File: src/rtl/rpfc_pkg.sv
`default_nettype none
package rpfc_pkg;

  localparam int CFG_IDX_W  = 3;
  localparam int CFG_DATA_W = 9;

  // register indexes on the configuration port
  localparam logic [CFG_IDX_W-1:0] REG_GRAYSCALE = 3'd0;
  localparam logic [CFG_IDX_W-1:0] REG_INVERT    = 3'd1;
  localparam logic [CFG_IDX_W-1:0] REG_PASTEL    = 3'd2;
  localparam logic [CFG_IDX_W-1:0] REG_HUE_STEP  = 3'd3;
  localparam logic [CFG_IDX_W-1:0] REG_CRT       = 3'd4;
  localparam logic [CFG_IDX_W-1:0] REG_DARKEN    = 3'd5;

  localparam logic [8:0]  DARKEN_RESET  = 9'd128;
  localparam logic [8:0]  HUE_FULL      = 9'd360;
  localparam logic [5:0]  SECTOR_DEG    = 6'd60;
  localparam logic [15:0] LUM_WR        = 16'd13933;
  localparam logic [15:0] LUM_WG        = 16'd46871;
  localparam logic [15:0] LUM_WB        = 16'd4732;
  localparam logic [7:0]  PASTEL_MUL    = 8'd154;
  // floor(p/60) = (p*RECIP60) >> 20, exact for p below 23831
  localparam logic [14:0] RECIP60       = 15'd17477;

  // c*255/31 for every 5-bit code
  localparam logic [7:0] WIDEN_LUT [32] = '{
    8'd0,   8'd8,   8'd16,  8'd24,  8'd32,  8'd41,  8'd49,  8'd57,
    8'd65,  8'd74,  8'd82,  8'd90,  8'd98,  8'd106, 8'd115, 8'd123,
    8'd131, 8'd139, 8'd148, 8'd156, 8'd164, 8'd172, 8'd180, 8'd189,
    8'd197, 8'd205, 8'd213, 8'd222, 8'd230, 8'd238, 8'd246, 8'd255
  };

  typedef struct packed {
    logic              vld;
    logic [7:0]        r;
    logic [7:0]        g;
    logic [7:0]        b;
    logic [8:0]        line;
    logic signed [7:0] noise;
    logic [8:0]        angle;
  } pix_t;

  typedef struct packed {
    logic       gray_on;
    logic       inv_on;
    logic       pastel_on;
    logic [8:0] hue_step;
    logic       crt_on;
    logic [8:0] darken;
  } cfg_t;

  typedef struct packed {
    logic [7:0] rem;
    logic       qbit;
  } div_step_t;

  // one restoring division step; rem stays below dvsr
  function automatic div_step_t div_step(input logic [7:0] rem, input logic nbit,
                                         input logic [7:0] dvsr);
    logic [8:0] t;
    div_step_t  res;
    t = {rem, nbit};
    if (t >= {1'b0, dvsr}) begin
      res.rem  = 8'(t - {1'b0, dvsr});
      res.qbit = 1'b1;
    end else begin
      res.rem  = t[7:0];
      res.qbit = 1'b0;
    end
    return res;
  endfunction

endpackage
`default_nettype wire

File: src/rtl/rpfc_front.sv
`default_nettype none
module rpfc_front (
  input  logic              clk,
  input  logic              rst_n,
  input  logic              adv,
  input  logic              in_vld,
  input  logic [15:0]       pixel_word,
  input  logic [8:0]        line_number,
  input  logic signed [7:0] noise,
  input  logic [8:0]        angle,
  input  rpfc_pkg::cfg_t    cfg,
  output rpfc_pkg::pix_t    pix_out
);

  rpfc_pkg::pix_t f1_r, f1_nxt;
  rpfc_pkg::pix_t f2_r;
  rpfc_pkg::pix_t f3_r, f3_nxt;
  logic [23:0]    pr_r, pg_r, pb_r;
  logic [23:0]    pr_nxt, pg_nxt, pb_nxt;
  logic [23:0]    lum_sum;
  logic [7:0]     lum;

  // widen each channel
  always_comb begin
    f1_nxt.vld   = in_vld;
    f1_nxt.r     = rpfc_pkg::WIDEN_LUT[pixel_word[14:10]];
    f1_nxt.g     = rpfc_pkg::WIDEN_LUT[pixel_word[9:5]];
    f1_nxt.b     = rpfc_pkg::WIDEN_LUT[pixel_word[4:0]];
    f1_nxt.line  = line_number;
    f1_nxt.noise = noise;
    f1_nxt.angle = angle;
  end

  // luminance products
  assign pr_nxt = {8'b0, rpfc_pkg::LUM_WR} * {16'b0, f1_r.r};
  assign pg_nxt = {8'b0, rpfc_pkg::LUM_WG} * {16'b0, f1_r.g};
  assign pb_nxt = {8'b0, rpfc_pkg::LUM_WB} * {16'b0, f1_r.b};

  // sum, grayscale select, invert
  assign lum_sum = pr_r + pg_r + pb_r;
  assign lum     = lum_sum[23:16];

  always_comb begin
    f3_nxt = f2_r;
    if (cfg.gray_on) begin
      f3_nxt.r = lum;
      f3_nxt.g = lum;
      f3_nxt.b = lum;
    end
    if (cfg.inv_on) begin
      f3_nxt.r = ~f3_nxt.r;
      f3_nxt.g = ~f3_nxt.g;
      f3_nxt.b = ~f3_nxt.b;
    end
  end

  always_ff @(posedge clk) begin
    if (!rst_n) begin
      f1_r.vld <= 1'b0;
      f2_r.vld <= 1'b0;
      f3_r.vld <= 1'b0;
    end else if (adv) begin
      f1_r <= f1_nxt;
      f2_r <= f1_r;
      f3_r <= f3_nxt;
    end
  end

  always_ff @(posedge clk) begin
    if (adv) begin
      pr_r <= pr_nxt;
      pg_r <= pg_nxt;
      pb_r <= pb_nxt;
    end
  end

  assign pix_out = f3_r;

endmodule
`default_nettype wire

File: config.mk
export PLATFORM = sky130hd
export DESIGN_NAME = rpfc_front
export DESIGN_NICKNAME = d
export VERILOG_FILES = /design/src/rtl/rpfc_pkg.sv /design/src/rtl/rpfc_front.sv
export SDC_FILE = /design/constraint.sdc
export NUM_CORES = 1
export LEC_CHECK = 0
export ABC_AREA = 0
export BUFFER_PORTS_ARGS = -buffer_cell sky130_fd_sc_hd__buf_2
export CORE_ASPECT_RATIO = 0.8
export CORE_MARGIN = 2
export CORE_UTILIZATION = 60
export DETAILED_ROUTE_END_ITERATION = 10
export PLACE_DENSITY = 0.8
export SKIP_CTS_REPAIR_TIMING = 1
export SLEW_MARGIN = 25
export SYNTH_ARGS = -nofsm -noshare
export SYNTH_HDL_FRONTEND = slang
export SYNTH_SLANG_ARGS = --single-unit
File: constraint.sdc
create_clock -name clk -period 13.8 [get_ports clk]
set_clock_uncertainty 0.15 [all_clocks]
set_input_delay 2.76 -clock clk [delete_from_list [all_inputs] [get_ports clk]]
set_output_delay 2.76 -clock clk [all_outputs]
set_load 0.05 [all_outputs]
---- Word-level counts from Yosys, hierarchy flattened ----
Memory sizes are Yosys's and may differ from the RTL's. A register that Yosys moved wholly into a read port is not among the register bits.
Cells that the tools add are included.
storage, ports and cells
  bits in read-only memories .............. 768
  word-level logic and storage cells ...... 38
  register bits ........................... 194
  memories kept ........................... 3
  bits of input ports ..................... 68
  output and inout port bits .............. 51
memory list
  memory           words  width  rd ports  clocked after Yosys merged registers in  wr ports  RTL line          source
  (no name shown)  32     8      1         1                                        0         rpfc_front.sv:28  f1_nxt.b = rpfc_pkg::WIDEN_LUT[pixel_word[4:0]];
  (no name shown)  32     8      1         1                                        0         rpfc_front.sv:27  f1_nxt.g = rpfc_pkg::WIDEN_LUT[pixel_word[9:5]];
  (no name shown)  32     8      1         1                                        0         rpfc_front.sv:26  f1_nxt.r = rpfc_pkg::WIDEN_LUT[pixel_word[14:10]];
cells by class
  bitwise logic cells ..................... 6
  $add $sub $neg .......................... 2
  reductions and logical operators ........ 1
  multiplexer cells ....................... 2
  $mul .................................... 3
operators with widths
  kind                   count
  $mux 24                2
  $add 22x24->24         1
  $add 24x21->24         1
  $mul 16x8->24 const A  1
  $not 8->8              3
  $mul 14x8->22 const A  1
  $mul 11x8->19 const A  1
  $not 5->6              3
  $reduce_and 2->1       1

---- Longest topological paths before layout ----
Gate-level depths: netlist of run 1.
  word-level depth ........................ 5
  mapped depth ............................ 16
  depth with buffers taken out ............ 16

---- Least setup slack after synthesis of run 1 ----
OpenSTA, ideal clock, no wires.
  kind .................................... input to register
  start ................................... in adv
  end ..................................... reg f1_r[0] in the netlist's numbering, enable pin
  data arrival time ....................... 6.183 ns
  stages .................................. 1
  required time ........................... 13.123 ns
  setup time .............................. 0.527 ns
  path slack .............................. 6.940 ns
  cells stage by stage .................... and2_1
between the ends
  longest elaborated chain between the ends .. 1
RTL lines
  what                               RTL line          source
  start: declaration                 rpfc_front.sv:5   input logic adv,
  $reduce_and 2->1 (no source line)  -
  end signal: assignment             rpfc_front.sv:63  f1_r <= f1_nxt;
  end: declaration                   rpfc_front.sv:15  rpfc_pkg::pix_t f1_r, f1_nxt;
Every way passes these cells.
A chain may end at the register's enable or synchronous reset.

---- Final worst setup path of run 1 ----
  start ................................... reg f1_r[40] (netlist name)
  end ..................................... reg pg_r[21] (data pin)
between the ends
  longest elaborated chain between the ends .. 1
RTL lines
  what                    RTL line          source
  $mul 16x8->24           rpfc_front.sv:36  assign pg_nxt = {8'b0, rpfc_pkg::LUM_WG} * {16'b0, f1_r.g};
  named net pg_nxt[21]    rpfc_front.sv:19  logic [23:0] pr_nxt, pg_nxt, pb_nxt;
  end signal: assignment  rpfc_front.sv:72  pg_r <= pg_nxt;
  end: declaration        rpfc_front.sv:18  logic [23:0] pr_r, pg_r, pb_r;
The timed path passes the listed nets, and every way through them passes these cells.

==> flow_metrics.tcl, run 1 <==
set metrics [dict create \
    clk_path_buf_depth 3 \
    instances_no_fill 1623 \
    ys_seq_area_frac 0.448 \
    post-route-util 0.683 \
    yosysUniqueCellTypes 67 \
    min_period_ps 5110 \
    fillerInstances 1684 \
    tritoncts "yes" \
    synth_flop_cell "edfxtp_1" \
    grt_pass1_wl_mm 45.9 \
    crit_top_cell "fa_1" \
    die_h_um 143 \
    hold_violations 0 \
    yosysWarningCount 0 \
    syn_nets 1531 \
    critPathLaunchType "flop" \
    nNetsFinal 1643 \
    dieArea_um2 25500 \
    rsz0062_at_grt "false" \
    cp_max_fo 7 \
    routed_via_density 5.64 \
    drive_gt1_frac 0.111 \
    reg2reg_from "f1_r[40]" \
    dp_hpwl_mm 22.1 \
    crit_path_start "f1_r[40]" \
    grt_overflow 0 \
    worst_slew_pin_slew_ps 923 \
    critical-path-max-stage-delay_ps 650 \
    async_flop_share 0 \
    fin_crit_sh 0.370 \
    start_util 0.617 \
    io_pins 119 \
    crit_type "flop to flop" \
    drv_cap 0 \
    yosysTopAreaCell "edfxtp_1" \
    clkLatencyLatePin_ps 500 \
    synth_seq_cells 218 \
    crit_chain "fa_1 > inv_1 > fa_1 > inv_1 > fa_1 > ha_1 > ha_1 > and3_1 > a211oi_2 > a211oi_1 > o2111ai_1 > a21o_1 > nand4_1" \
    syn2layout_area_growth_pct 10.7 \
    setup_tns_ps 0 \
    place_inst 1583 \
    clock-root-buffer "clkbuf_16" \
    slowest_stage "fa_1" \
    port_buffers 97 \
    wire_per_inst_um 17.6 \
    synthCells 1183 \
    cp.required_ps 13880 \
    synth_edf_count 215 \
    h-tree-depth 1 \
    antenna_found_initial 0 \
    die_x_um 178 \
    fin_area_um2 16100 \
    ys_top_cells_by_area "edfxtp_1, ha_1, fa_1, inv_1, xnor2_1" \
    wl_mm 28.5 \
    core_um2 23600 \
    hp-class "flop to flop" \
    relSlewSlack 0.377 \
    syn_area_um2 14500 \
    vias 9151 \
    ir_worst_vdd_uv 165 \
    post-route-drc-count 0 \
    drt.antenna.violating_nets 0 \
    critPathBufInv 2 \
    cp_top_family "adder cells" \
    grt_start_max_net_pins 89 \
    grtUsageTotal 0.233 \
    min_from "f2_r[15]" \
    synth_area_per_cell_um2 12.3 \
    fmaxAchievable_mhz 196 \
    arrival_ps 5190 \
    setup_viol 0 \
    drt-initial-drc-count 762 \
    n_antenna_cell 0 \
    power_density_nw_per_um2 255 \
    clk_pin_slew_ps 60 \
    cp-end-kind "flop" \
    slew_violations 0 \
    outcome "completed" \
    detailedRoute.firstPassIterationCount 6 \
    placed_area_um2 15400 \
    gp_congestion 0.879 \
    cts_sinks 218 \
    synth.top_cell.area_share 0.444 \
    rows 50 \
    first_global_vias 8915 \
    power.leakage_uw 0.00711 \
    cts_inserted_buffers 22 \
]
## per-stage QoR
stage	hold slack (ps)	total power, µW	setup slack [ps]
after global placement	250	3420	8660
final	269	4110	8690
after CTS	268	4100	8750
after floorplan	250	2940	6940
after global routing	275	4440	8510
after detailed placement	255	3480	8620
## placed cells by master (no fill, tap or decap), types with 7 or more instances in the layout
cell type,count
o21a_1,7
edfxtp_1,215
ha_1,180
nand4_1,9
a21o_1,21
buf_2,97
nand2b_1,10
nand2_1,52
a21oi_1,50
nand3_1,20
fa_1,100
and3_1,8
o21ai_0,26
nor2b_1,13
clkbuf_16,23
nor3_1,20
xor2_1,19
inv_1,188
nor2_1,67
a211oi_1,15
xnor2_1,38
mux2i_1,7
## sequential cells by signal, summed over array words and instances (netlist names)
register and cells:
f1_r 51, f2_r 51, pix_out 51, pg_r 24
pb_r 19, pr_r 22
## layer usage
metal | vias up | GRT usage | wire length, µm | part of all wire
met5 | - | 0 | 0 | 0
met4 | 0 | 0.0479 | 523 | 0.018
met3 | 40 | 0.0434 | 2110 | 0.074
met2 | 302 | 0.364 | 12700 | 0.45
met1 | 4382 | 0.345 | 13100 | 0.46
li1 | 4427 | - | - | -
## where the power goes
group	leakage (µW)	total, µW	switching (µW)	internal [µW]
clock network	0.000349	583	241	342
logic	0.00469	2460	1470	997
registers	0.00207	1060	80.9	981
total	0.00711	4110	1790	2320
## cell type report
type / count / area (µm²) / share of cell area
Inverter: 189 / 709 / 0.0440
Tap cell: 312 / 390 / 0.0242
Clock inverter: 13 / 116 / 0.00722
Clock buffer: 27 / 591 / 0.0367
Timing Repair Buffer: 99 / 504 / 0.0313
Sequential cell: 218 / 6520 / 0.405
Multi-Input combinational cell: 765 / 7280 / 0.452
## cells in the mapped netlist (7+ instances only)
cell type	count
nand3_1	20
nor3_1	20
xor2_1	19
o21a_1	7
nand4_1	9
edfxtp_1	215
and3_1	8
xnor2_1	38
inv_1	188
nand2b_1	10
a211oi_1	15
o21ai_0	26
clkbuf_1	7
ha_1	180
nor2_1	67
a21oi_1	50
a21o_1	21
nand2_1	52
fa_1	100
nor2b_1	13
mux2i_1	7
## kinds of logic (layout without fill, tap and decap cells)
group | count (synthesis) | in the layout | share of synthesized area
AO/OA/AOI/OAI | 197 | 197 | 0.0942
XOR/XNOR | 57 | 57 | 0.0343
adder cells (fa/ha/maj) | 280 | 280 | 0.292
buffers and inverters | 200 | 328 | 0.0518
flip-flops | 218 | 218 | 0.448
multiplexers | 7 | 7 | 0.00482
AND/OR/NAND/NOR | 224 | 224 | 0.0746
## worst paths after layout
check | endpoint | slack (ps) | depth (start not counted)
worst max-delay path | pg_r[21] | 8690 | 13
worst min-delay path | pix_out[15] | 270 | 0
worst max register to register | pg_r[21] | 8690 | 13
worst min register to register | pix_out[15] | 270 | 0
Power figures use the tool's default switching activity.
==> run 2, diff against run 1 <==
==> constraint.sdc (replaced) <==
create_clock -name clk -period 4.88 [get_ports clk]
set_clock_uncertainty 0.15 [all_clocks]
set_input_delay 0.976 -clock clk [delete_from_list [all_inputs] [get_ports clk]]
set_output_delay 0.976 -clock clk [all_outputs]
set_load 0.05 [all_outputs]
==> flow_metrics.tcl, run 2 (same netlist as run 1, synthesis figures left out) <==
set metrics [dict create \
    outcome "completed" \
    post-route-drc-count 0 \
    arrival_ps 4810 \
    gp_congestion 0.931 \
    first_global_vias 9245 \
    port_buffers 97 \
    fillerInstances 1657 \
    setup_tns_ps 0 \
    hold_slack_ps 248 \
    cp_top_family "adder cells" \
    grt_overflow 0 \
    rows 50 \
    grt_start_max_net_pins 69 \
    crit_top_cell "fa_1" \
    final_common_cell "edfxtp_1" \
    grt_pass1_wl_mm 47.6 \
    setup_viol 0 \
    die_h_um 143 \
    hold_violations 0 \
    vias 9289 \
    seq_area_um2 6520 \
    worst_slew_pin_slew_ps 911 \
    hp-class "flop to flop" \
    dieArea_um2 25500 \
    start_util 0.617 \
    power_density_nw_per_um2 718 \
    syn2layout_area_growth_pct 12.1 \
    critPathLaunchType "flop" \
    crit_type "flop to flop" \
    die_x_um 178 \
    dp_hpwl_mm 23.3 \
    ir_worst_vdd_uv 452 \
    rsz0062_at_grt "true" \
    wire_per_inst_um 18.1 \
    fmaxAchievable_mhz 212 \
    cp.required_ps 4970 \
    slew_violations 0 \
    cts_inserted_buffers 22 \
    h-tree-depth 1 \
    drt.antenna.violating_nets 0 \
    clk_path_buf_depth 3 \
    slowest_stage "fa_1" \
    drive_gt1_frac 0.130 \
    clkLatencyLatePin_ps 520 \
    grtUsageTotal 0.242 \
    clk_pin_slew_ps 70 \
    relSlewSlack 0.392 \
    tritoncts "yes" \
    drt-initial-drc-count 791 \
    clock-root-buffer "clkbuf_16" \
    core_um2 23600 \
    wl_mm 29.8 \
    antenna_found_initial 0 \
    nNetsFinal 1663 \
    crit_chain "fa_1 > inv_1 > fa_1 > fa_1 > fa_1 > inv_1 > ha_1 > a21o_1 > a21o_1 > a21oi_1 > a31oi_1 > a31oi_2 > o21ai_0" \
    detailedRoute.firstPassIterationCount 5 \
    cp_max_fo 4 \
    critPathBufInv 2 \
    io_pins 119 \
    layout_common_cells "edfxtp_1, inv_1, ha_1" \
    multiInputGateArea_um2 7310 \
    fin_crit_sh 0.968 \
    post-route-util 0.691 \
    drv_cap 0 \
    min_period_ps 4730 \
    routed_via_density 5.65 \
    cts_sinks 218 \
    total_power_uw 11700 \
    cp-end-kind "flop" \
    power.leakage_uw 0.00721 \
    critical-path-max-stage-delay_ps 610 \
]
==> run 2: changes by cell type in the layout (fill, tap and decap cells not counted), moves of 2 or more <==
| cell | change |
|---|---|
| clkbuf_8 | +2 |
| buf_12 | +2 |
| clkinv_1 | -3 |
| buf_4 | +19 |
==> run 2: metal layers <==
| metal | routed length (µm) | GRT usage | vias up |
|---|---|---|---|
| met1 | 13400 | 0.353 | 4472 |
| met5 | 0 | 0 | - |
| met4 | 334 | 0.0397 | 0 |
| li1 | - | - | 4475 |
| met3 | 2310 | 0.0506 | 28 |
| met2 | 13800 | 0.383 | 314 |
==> run 2: layout make-up <==
class / instances / share of cell area
clock inverter: 11 / 0.00606
inverter: 189 / 0.0435
timing repair buffer: 119 / 0.0414
multi-input combinational: 765 / 0.449
tap: 312 / 0.0239
sequential: 218 / 0.400
antenna: 1 / 0.000153
clock buffer: 29 / 0.0366
==> run 2: path summary, 6_finish.rpt <==
path / slack, ps / cells after the start / endpoint / startpoint
max: 150 / 13 / pb_r[20] / f1_r[31]
min: 250 / 0 / pix_out[12] / f2_r[12]
max reg2reg: 150 / 13 / pb_r[20] / f1_r[31]
min reg2reg: 250 / 0 / pix_out[12] / f2_r[12]
==> run 2: worst register-to-register path, stage by stage (launching register included) <==
cell and delay, ps:
edfxtp_1 420, fa_1 610, inv_1 110, fa_1 480, fa_1 470, fa_1 520
inv_1 40, ha_1 340, a21o_1 190, a21o_1 180, a21oi_1 280, a31oi_1 210
a31oi_2 320, o21ai_0 130
==> run 2: power by group <==
group	internal, µW	switching (µW)
Combinational	2870	4230
Clock	922	694
Sequential	2770	212
==> run 2: through the flow <==
stage / area, µm² / setup WS, ps / cells
after floorplan: 14500 / 442 / 1183
after global placement: 15500 / 173 / 1600
after detailed placement: 15500 / 130 / 1600
after CTS: 16200 / 32.2 / 1640
after global routing: 16300 / -12.6 / 1643
final: 16300 / 154 / 1644
==> run 3, diff against run 2 <==
--- a/config.mk
+++ b/config.mk
@@ -9,9 +9,8 @@
 export BUFFER_PORTS_ARGS = -buffer_cell sky130_fd_sc_hd__buf_2
 export CORE_ASPECT_RATIO = 0.8
 export CORE_MARGIN = 2
-export CORE_UTILIZATION = 60
+export CORE_UTILIZATION = 30
 export DETAILED_ROUTE_END_ITERATION = 10
-export PLACE_DENSITY = 0.8
 export SKIP_CTS_REPAIR_TIMING = 1
 export SLEW_MARGIN = 25
 export SYNTH_ARGS = -nofsm -noshare
==> flow_metrics.tcl, run 3 (same netlist as run 1, synthesis figures left out) <==
set metrics [dict create \
    crit_top_cell "fa_1" \
    grt_overflow 0 \
    finalWorstSetupSlack_ps 193 \
    slew_violations 0 \
    hold_slack_ps 268 \
    grt_start_max_net_pins 151 \
    gp_congestion 0.859 \
    instances_no_fill 1965 \
    core_um2 48100 \
    fmaxAchievable_mhz 213 \
    critical-path-max-stage-delay_ps 560 \
    drt.antenna.violating_nets 0 \
    grtUsageTotal 0.118 \
    n_antenna_cell 0 \
    cts_sinks 218 \
    power_density_nw_per_um2 707 \
    reg2reg_from "f1_r[39]" \
    clk_pin_slew_ps 70 \
    nNetsFinal 1667 \
    start_util 0.302 \
    dieArea_um2 50300 \
    total_power_uw 11900 \
    detailedRoute.firstPassIterationCount 5 \
    fin_crit_sh 0.961 \
    wire_per_inst_um 15.2 \
    crit_type "flop to flop" \
    die_x_um 250 \
    cp_max_fo 8 \
    cts_inserted_buffers 25 \
    routed_via_density 4.61 \
    first_global_vias 9057 \
    cp.required_ps 5050 \
    reg2reg_depth 14 \
    tritoncts "yes" \
    drive_gt1_frac 0.133 \
    vias 9049 \
    final_common_cell "edfxtp_1" \
    crit_chain "fa_1 > fa_1 > inv_1 > fa_1 > fa_1 > inv_1 > ha_1 > a21o_1 > a21o_1 > a21oi_1 > o21ai_0 > a41oi_2 > o31ai_1 > xnor2_1" \
    reg2reg_to "pg_r[22]" \
    clock-root-buffer "clkbuf_16" \
    place_inst 1917 \
    syn2layout_area_growth_pct 15.6 \
    clk_path_buf_depth 3 \
    drt-initial-drc-count 550 \
    h-tree-depth 1 \
    rsz0062_at_grt "false" \
    critPathLaunchType "flop" \
    rows 72 \
    wl_mm 29.8 \
    port_buffers 97 \
    grt_pass1_wl_mm 47.7 \
    slowest_stage "fa_1" \
    relSlewSlack 0.346 \
    die_h_um 201 \
    setup_viol 0 \
    min_from "f1_r[0]" \
    min_period_ps 4690 \
    outcome "completed" \
    power.leakage_uw 0.00726 \
    layout_common_cells "edfxtp_1, inv_1, ha_1" \
    whs_endpoint "f2_r[0]" \
    hold_depth 0 \
    io_pins 119 \
    drv_cap 0 \
    setup_tns_ps 0 \
    clkLatencyLatePin_ps 550 \
    cp-end-kind "flop" \
    antenna_found_initial 3 \
    rrSetupSlack_ps 190 \
    post-route-drc-count 0 \
    dp_slack_ps -61.2 \
    arrival_ps 4860 \
    dp_hpwl_mm 23.3 \
    worst_slew_pin_slew_ps 981 \
    ir_worst_vdd_uv 357 \
    hold_violations 0 \
    hp-class "flop to flop" \
]
-- run 3: changes by cell type in the layout (fill, tap and decap cells not counted), sizes merged --
cell      delta
buf          +1
bufinv       +2
clkinv       -1
clkinvlp     +2
diode        -1
inv          +1
-- run 3: worst max-delay path by stage --
stage / end / cells past startpoint / from
after floorplan: pg_r[19] / 13 / f1_r[40]
after global placement: pg_r[20] / 13 / f1_r[37]
after detailed placement: pg_r[20] / 13 / f1_r[37]
after CTS: pg_r[20] / 13 / f1_r[37]
after global routing: pr_r[20] / 14 / f1_r[49]
final: pg_r[22] / 14 / f1_r[39]
-- run 3: where the power goes --
| part | leakage [µW] | internal [µW] | switching (µW) |
|---|---|---|---|
| logic | 0.00480 | 2880 | 4150 |
| registers | 0.00207 | 2780 | 220 |
| clock network | 0.000390 | 1110 | 767 |
-- run 3: metrics by stage --
| step | instance area [µm²] | utilization |
|---|---|---|
| after global routing | 16800 | 0.350 |
| after detailed placement | 15900 | 0.331 |
| after floorplan | 14500 | - |
| after CTS | 16800 | 0.348 |
| final | 16800 | 0.350 |
| after global placement | 15900 | 0.331 |
-- run 3: metal layers --
layer / vias to the layer above / global-route usage / part of all wire
met5: - / 0 / 0
met4: 0 / 0.0246 / 0.018
met3: 39 / 0.0207 / 0.053
met2: 177 / 0.182 / 0.43
met1: 4368 / 0.175 / 0.49
li1: 4465 / - / -
-- run 3: worst max-delay path, delay by kind of cell (launching register included) --
kind	cells	cell delay [ps]
adder cells (fa/ha/maj)	5	2420
AO/OA/AOI/OAI	6	1050
flip-flops	1	440
XOR/XNOR	1	300
buffers and inverters	2	90
-- run 3: final cells by class --
cell class,count,area [µm²]
fillers,4726,31300
inverters,189,709
well taps,629,787
clock buffers,29,641
repair buffers,120,671
multi-input cells,765,7320
clock inverters,15,176
flip-flops and latches,218,6520
