===== config.mk =====
export PLATFORM = sky130hd
export DESIGN_NAME = rpfc_hsv
export DESIGN_NICKNAME = d
export VERILOG_FILES = /design/src/rtl/rpfc_pkg.sv /design/src/rtl/rpfc_hsv.sv
export SDC_FILE = /design/constraint.sdc
export NUM_CORES = 2
export LEC_CHECK = 0
export BUFFER_PORTS_ARGS = -buffer_cell sky130_fd_sc_hd__buf_2
export CELL_PAD_IN_SITES_DETAIL_PLACEMENT = 1
export CELL_PAD_IN_SITES_GLOBAL_PLACEMENT = 2
export CORE_UTILIZATION = 47
export DETAILED_ROUTE_END_ITERATION = 7
export GPL_TIMING_DRIVEN = 0
export PLACE_DENSITY = 0.82
export SLEW_MARGIN = 25
export SYNTH_ARGS = -nofsm -noshare
export SYNTH_HDL_FRONTEND = slang
export SYNTH_SLANG_ARGS = --single-unit
export TNS_END_PERCENT = 10

===== constraint.sdc =====
create_clock -name clk -period 26.3 [get_ports clk]
set_clock_uncertainty 0.05 [all_clocks]
set_input_delay 1.315 -clock clk [delete_from_list [all_inputs] [get_ports clk]]
set_output_delay 1.315 -clock clk [all_outputs]
set_load 0.02 [all_outputs]

===== src/rtl/rpfc_pkg.sv =====
`default_nettype none
package rpfc_pkg;

  localparam int CFG_IDX_W  = 3;
  localparam int CFG_DATA_W = 9;

  // register indexes on the configuration port
  localparam logic [CFG_IDX_W-1:0] REG_GRAYSCALE = 3'd0;
  localparam logic [CFG_IDX_W-1:0] REG_INVERT    = 3'd1;
  localparam logic [CFG_IDX_W-1:0] REG_PASTEL    = 3'd2;
  localparam logic [CFG_IDX_W-1:0] REG_HUE_STEP  = 3'd3;
  localparam logic [CFG_IDX_W-1:0] REG_CRT       = 3'd4;
  localparam logic [CFG_IDX_W-1:0] REG_DARKEN    = 3'd5;

  localparam logic [8:0]  DARKEN_RESET  = 9'd128;
  localparam logic [8:0]  HUE_FULL      = 9'd360;
  localparam logic [5:0]  SECTOR_DEG    = 6'd60;
  localparam logic [15:0] LUM_WR        = 16'd13933;
  localparam logic [15:0] LUM_WG        = 16'd46871;
  localparam logic [15:0] LUM_WB        = 16'd4732;
  localparam logic [7:0]  PASTEL_MUL    = 8'd154;
  // floor(p/60) = (p*RECIP60) >> 20, exact for p below 23831
  localparam logic [14:0] RECIP60       = 15'd17477;

  // c*255/31 for every 5-bit code
  localparam logic [7:0] WIDEN_LUT [32] = '{
    8'd0,   8'd8,   8'd16,  8'd24,  8'd32,  8'd41,  8'd49,  8'd57,
    8'd65,  8'd74,  8'd82,  8'd90,  8'd98,  8'd106, 8'd115, 8'd123,
    8'd131, 8'd139, 8'd148, 8'd156, 8'd164, 8'd172, 8'd180, 8'd189,
    8'd197, 8'd205, 8'd213, 8'd222, 8'd230, 8'd238, 8'd246, 8'd255
  };

  typedef struct packed {
    logic              vld;
    logic [7:0]        r;
    logic [7:0]        g;
    logic [7:0]        b;
    logic [8:0]        line;
    logic signed [7:0] noise;
    logic [8:0]        angle;
  } pix_t;

  typedef struct packed {
    logic       gray_on;
    logic       inv_on;
    logic       pastel_on;
    logic [8:0] hue_step;
    logic       crt_on;
    logic [8:0] darken;
  } cfg_t;

  typedef struct packed {
    logic [7:0] rem;
    logic       qbit;
  } div_step_t;

  // one restoring division step; rem stays below dvsr
  function automatic div_step_t div_step(input logic [7:0] rem, input logic nbit,
                                         input logic [7:0] dvsr);
    logic [8:0] t;
    div_step_t  res;
    t = {rem, nbit};
    if (t >= {1'b0, dvsr}) begin
      res.rem  = 8'(t - {1'b0, dvsr});
      res.qbit = 1'b1;
    end else begin
      res.rem  = t[7:0];
      res.qbit = 1'b0;
    end
    return res;
  endfunction

endpackage
`default_nettype wire


===== src/rtl/rpfc_hsv.sv =====
`default_nettype none
module rpfc_hsv (
  input  logic           clk,
  input  logic           rst_n,
  input  logic           adv,
  input  logic           en,
  input  logic           pastel_mode,
  input  rpfc_pkg::pix_t pix_in,
  output rpfc_pkg::pix_t pix_out
);

  localparam int DIV_STEPS = 9;
  localparam int P1_IDX    = DIV_STEPS;
  localparam int STAGES    = DIV_STEPS + 6;

  localparam logic [1:0] BASE_RED   = 2'd0;
  localparam logic [1:0] BASE_GREEN = 2'd1;
  localparam logic [1:0] BASE_BLUE  = 2'd2;

  typedef struct packed {
    logic [7:0] mx;
    logic [7:0] d;
    logic [7:0] a;
    logic       neg;
    logic [1:0] base;
    logic       zero;
  } hsv0_t;

  typedef struct packed {
    logic [15:0] ns;
    logic [15:0] nh;
    logic [7:0]  rs;
    logic [7:0]  rh;
    logic [8:0]  qs;
    logic [8:0]  qh;
    logic [7:0]  mx;
    logic [7:0]  d;
    logic        neg;
    logic [1:0]  base;
    logic        zero;
  } quo_t;

  typedef struct packed {
    logic [8:0] h;
    logic [8:0] s;
    logic [7:0] v;
  } p1_t;

  typedef struct packed {
    logic [7:0] c;
    logic [7:0] v;
    logic [2:0] sector;
    logic [5:0] f;
  } p2_t;

  typedef struct packed {
    logic [13:0] p;
    logic [7:0]  c;
    logic [7:0]  m;
    logic [2:0]  sector;
  } p3_t;

  typedef struct packed {
    logic [7:0] x;
    logic [7:0] c;
    logic [7:0] m;
    logic [2:0] sector;
  } p4_t;

  rpfc_pkg::pix_t pix_r   [STAGES];
  rpfc_pkg::pix_t pix_nxt [STAGES];
  hsv0_t          hsv0_r, hsv0_nxt;
  quo_t           div_r   [DIV_STEPS];
  quo_t           div_nxt [DIV_STEPS];
  p1_t            p1_r, p1_nxt;
  p2_t            p2_r, p2_nxt;
  p3_t            p3_r, p3_nxt;
  p4_t            p4_r, p4_nxt;

  logic [7:0]  s0_mx, s0_mn;
  logic [8:0]  s9, hdeg, base_deg, h_rot;
  logic [9:0]  rot_sum;
  logic [16:0] sat_prod, c_prod;
  logic [8:0]  secdeg;
  logic [5:0]  fm;
  logic [28:0] x_prod;
  logic [7:0]  cm, xm;

  // max, min and the numerator of the hue term
  always_comb begin
    s0_mx = pix_in.r;
    if (pix_in.g > s0_mx) s0_mx = pix_in.g;
    if (pix_in.b > s0_mx) s0_mx = pix_in.b;
    s0_mn = pix_in.r;
    if (pix_in.g < s0_mn) s0_mn = pix_in.g;
    if (pix_in.b < s0_mn) s0_mn = pix_in.b;
    hsv0_nxt.mx   = s0_mx;
    hsv0_nxt.d    = s0_mx - s0_mn;
    hsv0_nxt.zero = (s0_mx == s0_mn);
    if (pix_in.r == s0_mx) begin
      hsv0_nxt.base = BASE_RED;
      hsv0_nxt.neg  = pix_in.g < pix_in.b;
      hsv0_nxt.a    = hsv0_nxt.neg ? pix_in.b - pix_in.g : pix_in.g - pix_in.b;
    end else if (pix_in.g == s0_mx) begin
      hsv0_nxt.base = BASE_GREEN;
      hsv0_nxt.neg  = pix_in.b < pix_in.r;
      hsv0_nxt.a    = hsv0_nxt.neg ? pix_in.r - pix_in.b : pix_in.b - pix_in.r;
    end else begin
      hsv0_nxt.base = BASE_BLUE;
      hsv0_nxt.neg  = pix_in.r < pix_in.g;
      hsv0_nxt.a    = hsv0_nxt.neg ? pix_in.g - pix_in.r : pix_in.r - pix_in.g;
    end
  end

  // two dividers side by side, one quotient bit per stage:
  // saturation d*256/max and hue term 60*a/d
  always_comb begin
    quo_t             src;
    rpfc_pkg::div_step_t st_s, st_h;
    src.ns   = {hsv0_r.d, 8'h00};
    src.nh   = {2'b00, hsv0_r.a, 6'b0} - {6'b0, hsv0_r.a, 2'b0};
    src.rs   = {1'b0, src.ns[15:9]};
    src.rh   = {1'b0, src.nh[15:9]};
    src.qs   = '0;
    src.qh   = '0;
    src.mx   = hsv0_r.mx;
    src.d    = hsv0_r.d;
    src.neg  = hsv0_r.neg;
    src.base = hsv0_r.base;
    src.zero = hsv0_r.zero;
    for (int k = 0; k < DIV_STEPS; k++) begin
      if (k > 0) src = div_r[k-1];
      st_s = rpfc_pkg::div_step(src.rs, src.ns[DIV_STEPS-1-k], src.mx);
      st_h = rpfc_pkg::div_step(src.rh, src.nh[DIV_STEPS-1-k], src.d);
      div_nxt[k]    = src;
      div_nxt[k].rs = st_s.rem;
      div_nxt[k].rh = st_h.rem;
      div_nxt[k].qs = {src.qs[7:0], st_s.qbit};
      div_nxt[k].qh = {src.qh[7:0], st_h.qbit};
    end
  end

  // hue in degrees, then pastel cut or rotation
  always_comb begin
    s9 = div_r[DIV_STEPS-1].zero ? 9'd0 : div_r[DIV_STEPS-1].qs;
    case (div_r[DIV_STEPS-1].base)
      BASE_GREEN: base_deg = 9'd120;
      BASE_BLUE:  base_deg = 9'd240;
      default:    base_deg = 9'd0;
    endcase
    if (!div_r[DIV_STEPS-1].neg) begin
      hdeg = base_deg + div_r[DIV_STEPS-1].qh;
    end else if (base_deg >= div_r[DIV_STEPS-1].qh) begin
      hdeg = base_deg - div_r[DIV_STEPS-1].qh;
    end else begin
      hdeg = base_deg + rpfc_pkg::HUE_FULL - div_r[DIV_STEPS-1].qh;
    end
    if (div_r[DIV_STEPS-1].zero) hdeg = 9'd0;
    sat_prod = {8'b0, s9} * {9'b0, rpfc_pkg::PASTEL_MUL};
    rot_sum  = {1'b0, hdeg} + {1'b0, pix_r[P1_IDX].angle};
    if (rot_sum >= {1'b0, rpfc_pkg::HUE_FULL}) rot_sum = rot_sum - {1'b0, rpfc_pkg::HUE_FULL};
    h_rot    = rot_sum[8:0];
    p1_nxt.h = pastel_mode ? hdeg : h_rot;
    p1_nxt.s = pastel_mode ? sat_prod[16:8] : s9;
    p1_nxt.v = div_r[DIV_STEPS-1].mx;
  end

  // chroma and sector
  always_comb begin
    c_prod        = {9'b0, p1_r.v} * {8'b0, p1_r.s};
    p2_nxt.c      = c_prod[15:8];
    p2_nxt.v      = p1_r.v;
    p2_nxt.sector = 3'd0;
    secdeg        = 9'd0;
    for (int k = 1; k < 6; k++) begin
      if (p1_r.h >= 9'(k * rpfc_pkg::SECTOR_DEG)) begin
        p2_nxt.sector = 3'(k);
        secdeg        = 9'(k * rpfc_pkg::SECTOR_DEG);
      end
    end
    p2_nxt.f = 6'(p1_r.h - secdeg);
  end

  // ramp product
  always_comb begin
    fm            = p2_r.sector[0] ? rpfc_pkg::SECTOR_DEG - p2_r.f : p2_r.f;
    p3_nxt.p      = {6'b0, p2_r.c} * {8'b0, fm};
    p3_nxt.c      = p2_r.c;
    p3_nxt.m      = p2_r.v - p2_r.c;
    p3_nxt.sector = p2_r.sector;
  end

  // divide the ramp by sixty
  always_comb begin
    x_prod        = {15'b0, p3_r.p} * {14'b0, rpfc_pkg::RECIP60};
    p4_nxt.x      = x_prod[27:20];
    p4_nxt.c      = p3_r.c;
    p4_nxt.m      = p3_r.m;
    p4_nxt.sector = p3_r.sector;
  end

  // carry the word along, rebuild rgb at the last stage
  always_comb begin
    cm         = p4_r.c + p4_r.m;
    xm         = p4_r.x + p4_r.m;
    pix_nxt[0] = pix_in;
    for (int k = 1; k < STAGES; k++) pix_nxt[k] = pix_r[k-1];
    if (en) begin
      case (p4_r.sector)
        3'd0: begin
          pix_nxt[STAGES-1].r = cm;  pix_nxt[STAGES-1].g = xm;  pix_nxt[STAGES-1].b = p4_r.m;
        end
        3'd1: begin
          pix_nxt[STAGES-1].r = xm;  pix_nxt[STAGES-1].g = cm;  pix_nxt[STAGES-1].b = p4_r.m;
        end
        3'd2: begin
          pix_nxt[STAGES-1].r = p4_r.m;  pix_nxt[STAGES-1].g = cm;  pix_nxt[STAGES-1].b = xm;
        end
        3'd3: begin
          pix_nxt[STAGES-1].r = p4_r.m;  pix_nxt[STAGES-1].g = xm;  pix_nxt[STAGES-1].b = cm;
        end
        3'd4: begin
          pix_nxt[STAGES-1].r = xm;  pix_nxt[STAGES-1].g = p4_r.m;  pix_nxt[STAGES-1].b = cm;
        end
        default: begin
          pix_nxt[STAGES-1].r = cm;  pix_nxt[STAGES-1].g = p4_r.m;  pix_nxt[STAGES-1].b = xm;
        end
      endcase
    end
  end

  always_ff @(posedge clk) begin
    if (!rst_n) begin
      for (int k = 0; k < STAGES; k++) pix_r[k].vld <= 1'b0;
    end else if (adv) begin
      for (int k = 0; k < STAGES; k++) pix_r[k] <= pix_nxt[k];
    end
  end

  always_ff @(posedge clk) begin
    if (adv) begin
      hsv0_r <= hsv0_nxt;
      for (int k = 0; k < DIV_STEPS; k++) div_r[k] <= div_nxt[k];
      p1_r <= p1_nxt;
      p2_r <= p2_nxt;
      p3_r <= p3_nxt;
      p4_r <= p4_nxt;
    end
  end

  assign pix_out = pix_r[STAGES-1];

endmodule
`default_nettype wire


Yosys cells after proc, flatten, opt, wreduce, memory -nomap -nowiden
Memories as Yosys holds them, arrays and structs flattened. Cells that the tools add are included.

Bitwise operators: 15. Muxes and demuxes: 67. $lt $le $gt $ge: 32. Reductions and logical operators: 2. Equality and inequality tests: 9. $add $sub $neg: 37. $mul: 4.

Operators by type and width (count): 9-bit 2-to-1 mux (25); 8-bit subtractor (26); 9-bit by 8-bit >= comparator with 1-bit output (16); 24-bit case mux with 5 select lines (1); 8-bit 2-to-1 mux (7); 8-bit < comparator (5); 6-bit 2-to-1 mux (6); 14-bit by 15-bit multiplier with 28-bit output, second input constant (1); 8-bit == test (3); 24-bit 2-to-1 mux (1); 1-bit 2-to-1 mux (22); 11-bit 2-to-1 mux (2); 9-bit by 8-bit >= comparator with 1-bit output, second input constant (2); 9-bit subtractor (2); 8-bit adder (2); 8-bit >= comparator (2); 8-bit greater-than comparator (2); 8-bit by 9-bit multiplier with 16-bit output (1); 9-bit by 7-bit multiplier with 16-bit output, second input constant (1); 8-bit case mux with 2 select lines (1); 1-bit bitwise OR (15); 14-bit by 10-bit subtractor with 15-bit output (1); 8-bit by 6-bit multiplier with 14-bit output (1); 9-bit by 9-bit adder with 10-bit output (1); 18 further kinds (20).

Memories kept: 2. Register bits after elaboration: 139. RAM bits: 1539. Input bits: 56.

Memories: div_r (words 9, bits a word 86, read ports 9, clocked after memory_dff 0, write ports 9, line rpfc_hsv.sv:73) `quo_t div_r [DIV_STEPS];`; pix_r (words 15, bits a word 51, read ports 15, clocked after memory_dff 0, write ports 15, line rpfc_hsv.sv:70) `rpfc_pkg::pix_t pix_r [STAGES];`.

Logic depth before layout (Yosys ltp)
An unclocked memory read counts as a cell.

Depth after elaboration: 12. Depth in mapped cells: 26. Gate-level depth less buffers: 24.

Worst setup path before layout
No wires, ideal clock.

Kind: input -> register. Start point: input port adv. End point: memory pix_r[0][0] in the netlist's numbering (enable). Arrival: 18.603 ns. Path slack: 6.429 ns. Buffers on the path: 1. Cell stages on the path: 2. Library setup time: 1.218 ns. Cells stage by stage: buf_1 and2_1.

RTL lines: start: declaration (line rpfc_hsv.sv:5) `input logic adv,`; end: declaration (line rpfc_hsv.sv:70).

==> impl_metrics.csv <==
group,metric,value,unit
worst_setup_path,worst-path-max-fanout,10,
detailed_routing,drtAntennaViolNets,0,
finish,diodes,0,
clock_tree,cts_num_sinks,1315,
die,die_w,359.9,µm
power_and_ir_drop,p_leak,26.80,nW
sta,max_slew.worst_pin.slew,0.9078,ns
sta,slew_viol_final,0,
die,core,126400,µm²
yosys,avgSynthCellArea,14.85,µm²
job,max-cap-violations,0,
detailed_routing,detail_route.drc_violations,0,
place,placed_cells_incl_taps,5829,
finish,finalNonFillerCells,6059,
sta,timing.final.hold_violations,0,
sta,finalSetupViolations,0,
sta,max_slew_margin,37.75,%
power_and_ir_drop,ir_drop,0.07808,mV
detailed_routing,drt-pass1-iter-count,5,
place,port_buffers,105,
yosys,ys_warn_count,0,
detailed_routing,route.vias.total,31350,
grt,grt_max_degree,99,
min_path,worst_hold_path_type,"reg -> reg",
worst_setup_path,critPathLaunchType,"primary input",
place,detailed_place_hpwl,82.02,mm
die,die_y,359.9,µm
finish,final_layout_size_suffix_gt1_share,11.00,%
clock_tree,ctsLongestPathBuffers,3,
run_status,run_status,"complete, no violations",
sta,rsz0062_at_grt,"no",
finish,fin_nets,4940,
yosys,netlist_instances,4053,
grt,grt_pass1_vias,33970,
worst_setup_path,worst-endpoint-required,26.74,ns
worst_setup_path,critPathCaptureType,"flip-flop",
clock_tree,tritoncts.num_buffers,135,
finish,sequential_cell_area_in_the_final_layout,39400,µm²
yosys,synth-main-ff-cell,"sky130_fd_sc_hd__edfxtp_1",
die,pin_count,107,
detailed_routing,wire_per_inst,19.17,µm
yosys,mappedNetlistArea,60200,µm²
clock_tree,clock_tree.htree_level_count,4,
sta,min_period_over_period,24.72,%
detailed_routing,dr.first_iter.drc_count,1600,
yosys,syn-num-nets,4677,
sta,maxClockFrequency,153.8,MHz
worst_setup_path,setup.worst_path.class,"in -> reg",
detailed_routing,detail_route.wirelength,116.2,mm
clock_tree,cts_tree,"yes",
place,gpl.final_weighted_congestion,0.8281,
grt,grt.total_usage,18.12,%
grt,antenna_found_initial,2,
clock_tree,cts_setup_buffers,0,
die,floorplan.die_area,129500,µm²
sta,setup-tns-final,0,ns
power_and_ir_drop,cellPowerDensity,113.4,nW/µm²
clock_tree,post_cts_resized,0,
die,floorplan.initialDensity,47.63,%
clock_tree,cts.clk_slew.worst_paths,0.06,ns
yosys,yosys.cell_types.count,81,
clock_tree,clkLatencyLatePin,0.77,ns
finish,filler_cell_count,12200,
yosys,synth_top_area_share,65.15,%
yosys,synthArstFlopShare,0,%
power_and_ir_drop,fin_total_pwr,7.672,mW
yosys,seq_area_frac_synth,65.45,%
die,core.rowCount,130,
clock_tree,cts_root_buffer,"sky130_fd_sc_hd__clkbuf_16",
grt,grt_overflow,0,
yosys,cells_taking_the_most_area_after_synthesis,"sky130_fd_sc_hd__edfxtp_1 (65%), sky130_fd_sc_hd__ha_1 (9.2%), sky130_fd_sc_hd__fa_1 (4.1%)",
finish,footprint_of_the_multi_input_gates,18380,µm²
yosys,ys_ff_latch,1315,
yosys,synth_edf_count,1306,
finish,area_growth,12.41,%
grt,grt_first_pass_wirelength,184.1,mm
detailed_routing,vias_per_cell,5.174,
clock_tree,cts_hold_repair.buffers,0,
yosys,netlist.top_cell.by_area,"sky130_fd_sc_hd__edfxtp_1",
worst_setup_path,worst_ep_arrival_time,6.94,ns
sta,post-route-min-period,6.502,ns
## worst max-delay path, stage by stage
cell                        delay, ns
sky130_fd_sc_hd__buf_2           0.24
sky130_fd_sc_hd__inv_1           0.25
sky130_fd_sc_hd__ha_1            0.34
sky130_fd_sc_hd__buf_2           0.18
sky130_fd_sc_hd__a21oi_2         0.19
sky130_fd_sc_hd__a21oi_4         0.11
sky130_fd_sc_hd__o22ai_4         0.34
sky130_fd_sc_hd__clkbuf_1        0.38
sky130_fd_sc_hd__nor2_1          0.09
sky130_fd_sc_hd__a21oi_1         0.22
sky130_fd_sc_hd__ha_1            0.29
sky130_fd_sc_hd__a21o_1          0.16
sky130_fd_sc_hd__a21oi_1         0.18
sky130_fd_sc_hd__o2111ai_1       0.24
sky130_fd_sc_hd__nand2_1         0.28
sky130_fd_sc_hd__buf_2           0.29
sky130_fd_sc_hd__buf_2           0.27
sky130_fd_sc_hd__a21oi_1         0.19
sky130_fd_sc_hd__ha_1            0.33
sky130_fd_sc_hd__or2_2           0.29
sky130_fd_sc_hd__a221o_1         0.29
sky130_fd_sc_hd__a41o_1          0.23
sky130_fd_sc_hd__a21oi_2         0.15
sky130_fd_sc_hd__xnor2_1         0.08
## per-stage QoR
| stage | utilization [%] | worst slack (ns) | hold WS, ns | instance area, µm² |
|---|---|---|---|---|
| 2_1_floorplan | - | 6.429 | 0.3503 | 60200 |
| 3_3_place_gp | 49.68 | -7.764 | 0.3503 | 62790 |
| 3_5_place_dp | 50.11 | 19.13 | 0.3552 | 63330 |
| 4_1_cts | 53.54 | 19.78 | 0.3380 | 67660 |
| 5_1_grt | 53.54 | 19.28 | 0.3493 | 67670 |
| 6_report | 53.54 | 19.80 | 0.3349 | 67670 |
## layer usage
| layer | GRT usage (%) | up-vias | part of all wire, % |
|---|---|---|---|
| met3 | 2.731 | 192 | 3.2 |
| met4 | 6.092 | 0 | 2.6 |
| met5 | 0 | - | 0 |
| met1 | 21.14 | 15580 | 41 |
| li1 | - | 15060 | - |
| met2 | 33.74 | 514 | 53 |
## synth_stat cells (47+ instances only)
master / n
sky130_fd_sc_hd__xnor2_1: 126
sky130_fd_sc_hd__nor2_1: 221
sky130_fd_sc_hd__xor2_1: 53
sky130_fd_sc_hd__o21ai_0: 154
sky130_fd_sc_hd__mux2_2: 98
sky130_fd_sc_hd__and2_1: 47
sky130_fd_sc_hd__inv_1: 485
sky130_fd_sc_hd__a21o_1: 52
sky130_fd_sc_hd__ha_1: 445
sky130_fd_sc_hd__mux2i_1: 80
sky130_fd_sc_hd__nand2_1: 166
sky130_fd_sc_hd__nor2b_1: 93
sky130_fd_sc_hd__fa_1: 123
sky130_fd_sc_hd__buf_4: 52
sky130_fd_sc_hd__edfxtp_1: 1306
sky130_fd_sc_hd__a21oi_1: 130
## worst paths after layout
path / from / endpoint / slack (ns) / depth (start not counted)
max: pix_in[37] / div_nxt[698]$_DFFE_PP_ / 19.80 / 24
min reg2reg: pix_r[0][287]$_DFFE_PP_ / pix_r[0][338]$_DFFE_PP_ / 0.33 / 0
min: pix_r[0][287]$_DFFE_PP_ / pix_r[0][338]$_DFFE_PP_ / 0.33 / 0
max reg2reg: div_r[0][689]$_DFFE_PP_ / p1_r[21]$_DFFE_PP_ / 19.83 / 23
## logic make-up (layout without fill, tap and decap cells)
kind of cell               Yosys count  count (layout)  synth area share (%)
adders and majority gates          571             571                 13.39
muxes                              180             180                 3.207
and+or+nand+nor                    677             677                 5.454
AOI/OAI and AO/OA                  541             541                 5.868
buffers and inverters              590             946                 4.030
DFF                               1315            1315                 65.45
xor gates and xnor gates           179             179                 2.604
## layout by cell type (no fill, tap or decap), types with 14 or more instances in the layout
cell / instances
sky130_fd_sc_hd__nand2b_1: 46
sky130_fd_sc_hd__and2_1: 46
sky130_fd_sc_hd__o21ai_0: 154
sky130_fd_sc_hd__nor3_1: 15
sky130_fd_sc_hd__inv_1: 485
sky130_fd_sc_hd__nor2_1: 221
sky130_fd_sc_hd__mux2i_1: 80
sky130_fd_sc_hd__clkbuf_16: 138
sky130_fd_sc_hd__xor2_1: 52
sky130_fd_sc_hd__clkbuf_1: 71
sky130_fd_sc_hd__a221oi_1: 20
sky130_fd_sc_hd__xnor2_1: 126
sky130_fd_sc_hd__nand3_1: 21
sky130_fd_sc_hd__nand2_1: 166
sky130_fd_sc_hd__buf_4: 52
sky130_fd_sc_hd__nand4_1: 28
sky130_fd_sc_hd__ha_1: 445
sky130_fd_sc_hd__o21a_1: 17
sky130_fd_sc_hd__a21boi_0: 30
sky130_fd_sc_hd__o211a_1: 14
sky130_fd_sc_hd__o21bai_1: 21
sky130_fd_sc_hd__buf_16: 15
sky130_fd_sc_hd__nor2b_1: 93
sky130_fd_sc_hd__edfxtp_1: 1306
sky130_fd_sc_hd__or4_1: 14
sky130_fd_sc_hd__clkinv_2: 14
sky130_fd_sc_hd__clkinv_1: 24
sky130_fd_sc_hd__o221ai_1: 18
sky130_fd_sc_hd__a21oi_1: 130
sky130_fd_sc_hd__fa_1: 123
sky130_fd_sc_hd__buf_2: 111
sky130_fd_sc_hd__mux2_2: 98
sky130_fd_sc_hd__a21o_1: 52
## cell type report
class,instances,share of cell area [%]
buffer,105,0.8949
clock buffer,167,5.264
clock inverter,63,1.135
inverter,485,2.690
multi-input combinational,2148,27.17
sequential,1315,58.22
tap,1650,3.051
timing repair buffer,126,1.579
## report_power, final
part | internal [mW] | total, mW | switching (mW)
Sequential | 2.75 | 2.91 | 0.168
Combinational | 1.31 | 2.89 | 1.58
Clock | 1.07 | 1.87 | 0.802
Total | 5.12 | 7.67 | 2.55
## sequential cells by signal (all words and copies together) (netlist names)
name,flops
hsv0_r,8
pix_r,765
p2_r,25
div_r,411
div_nxt,20
p1_r,26
p4_r,27
p3_r,33
Note: power is estimated with default switching activity, not from simulation.
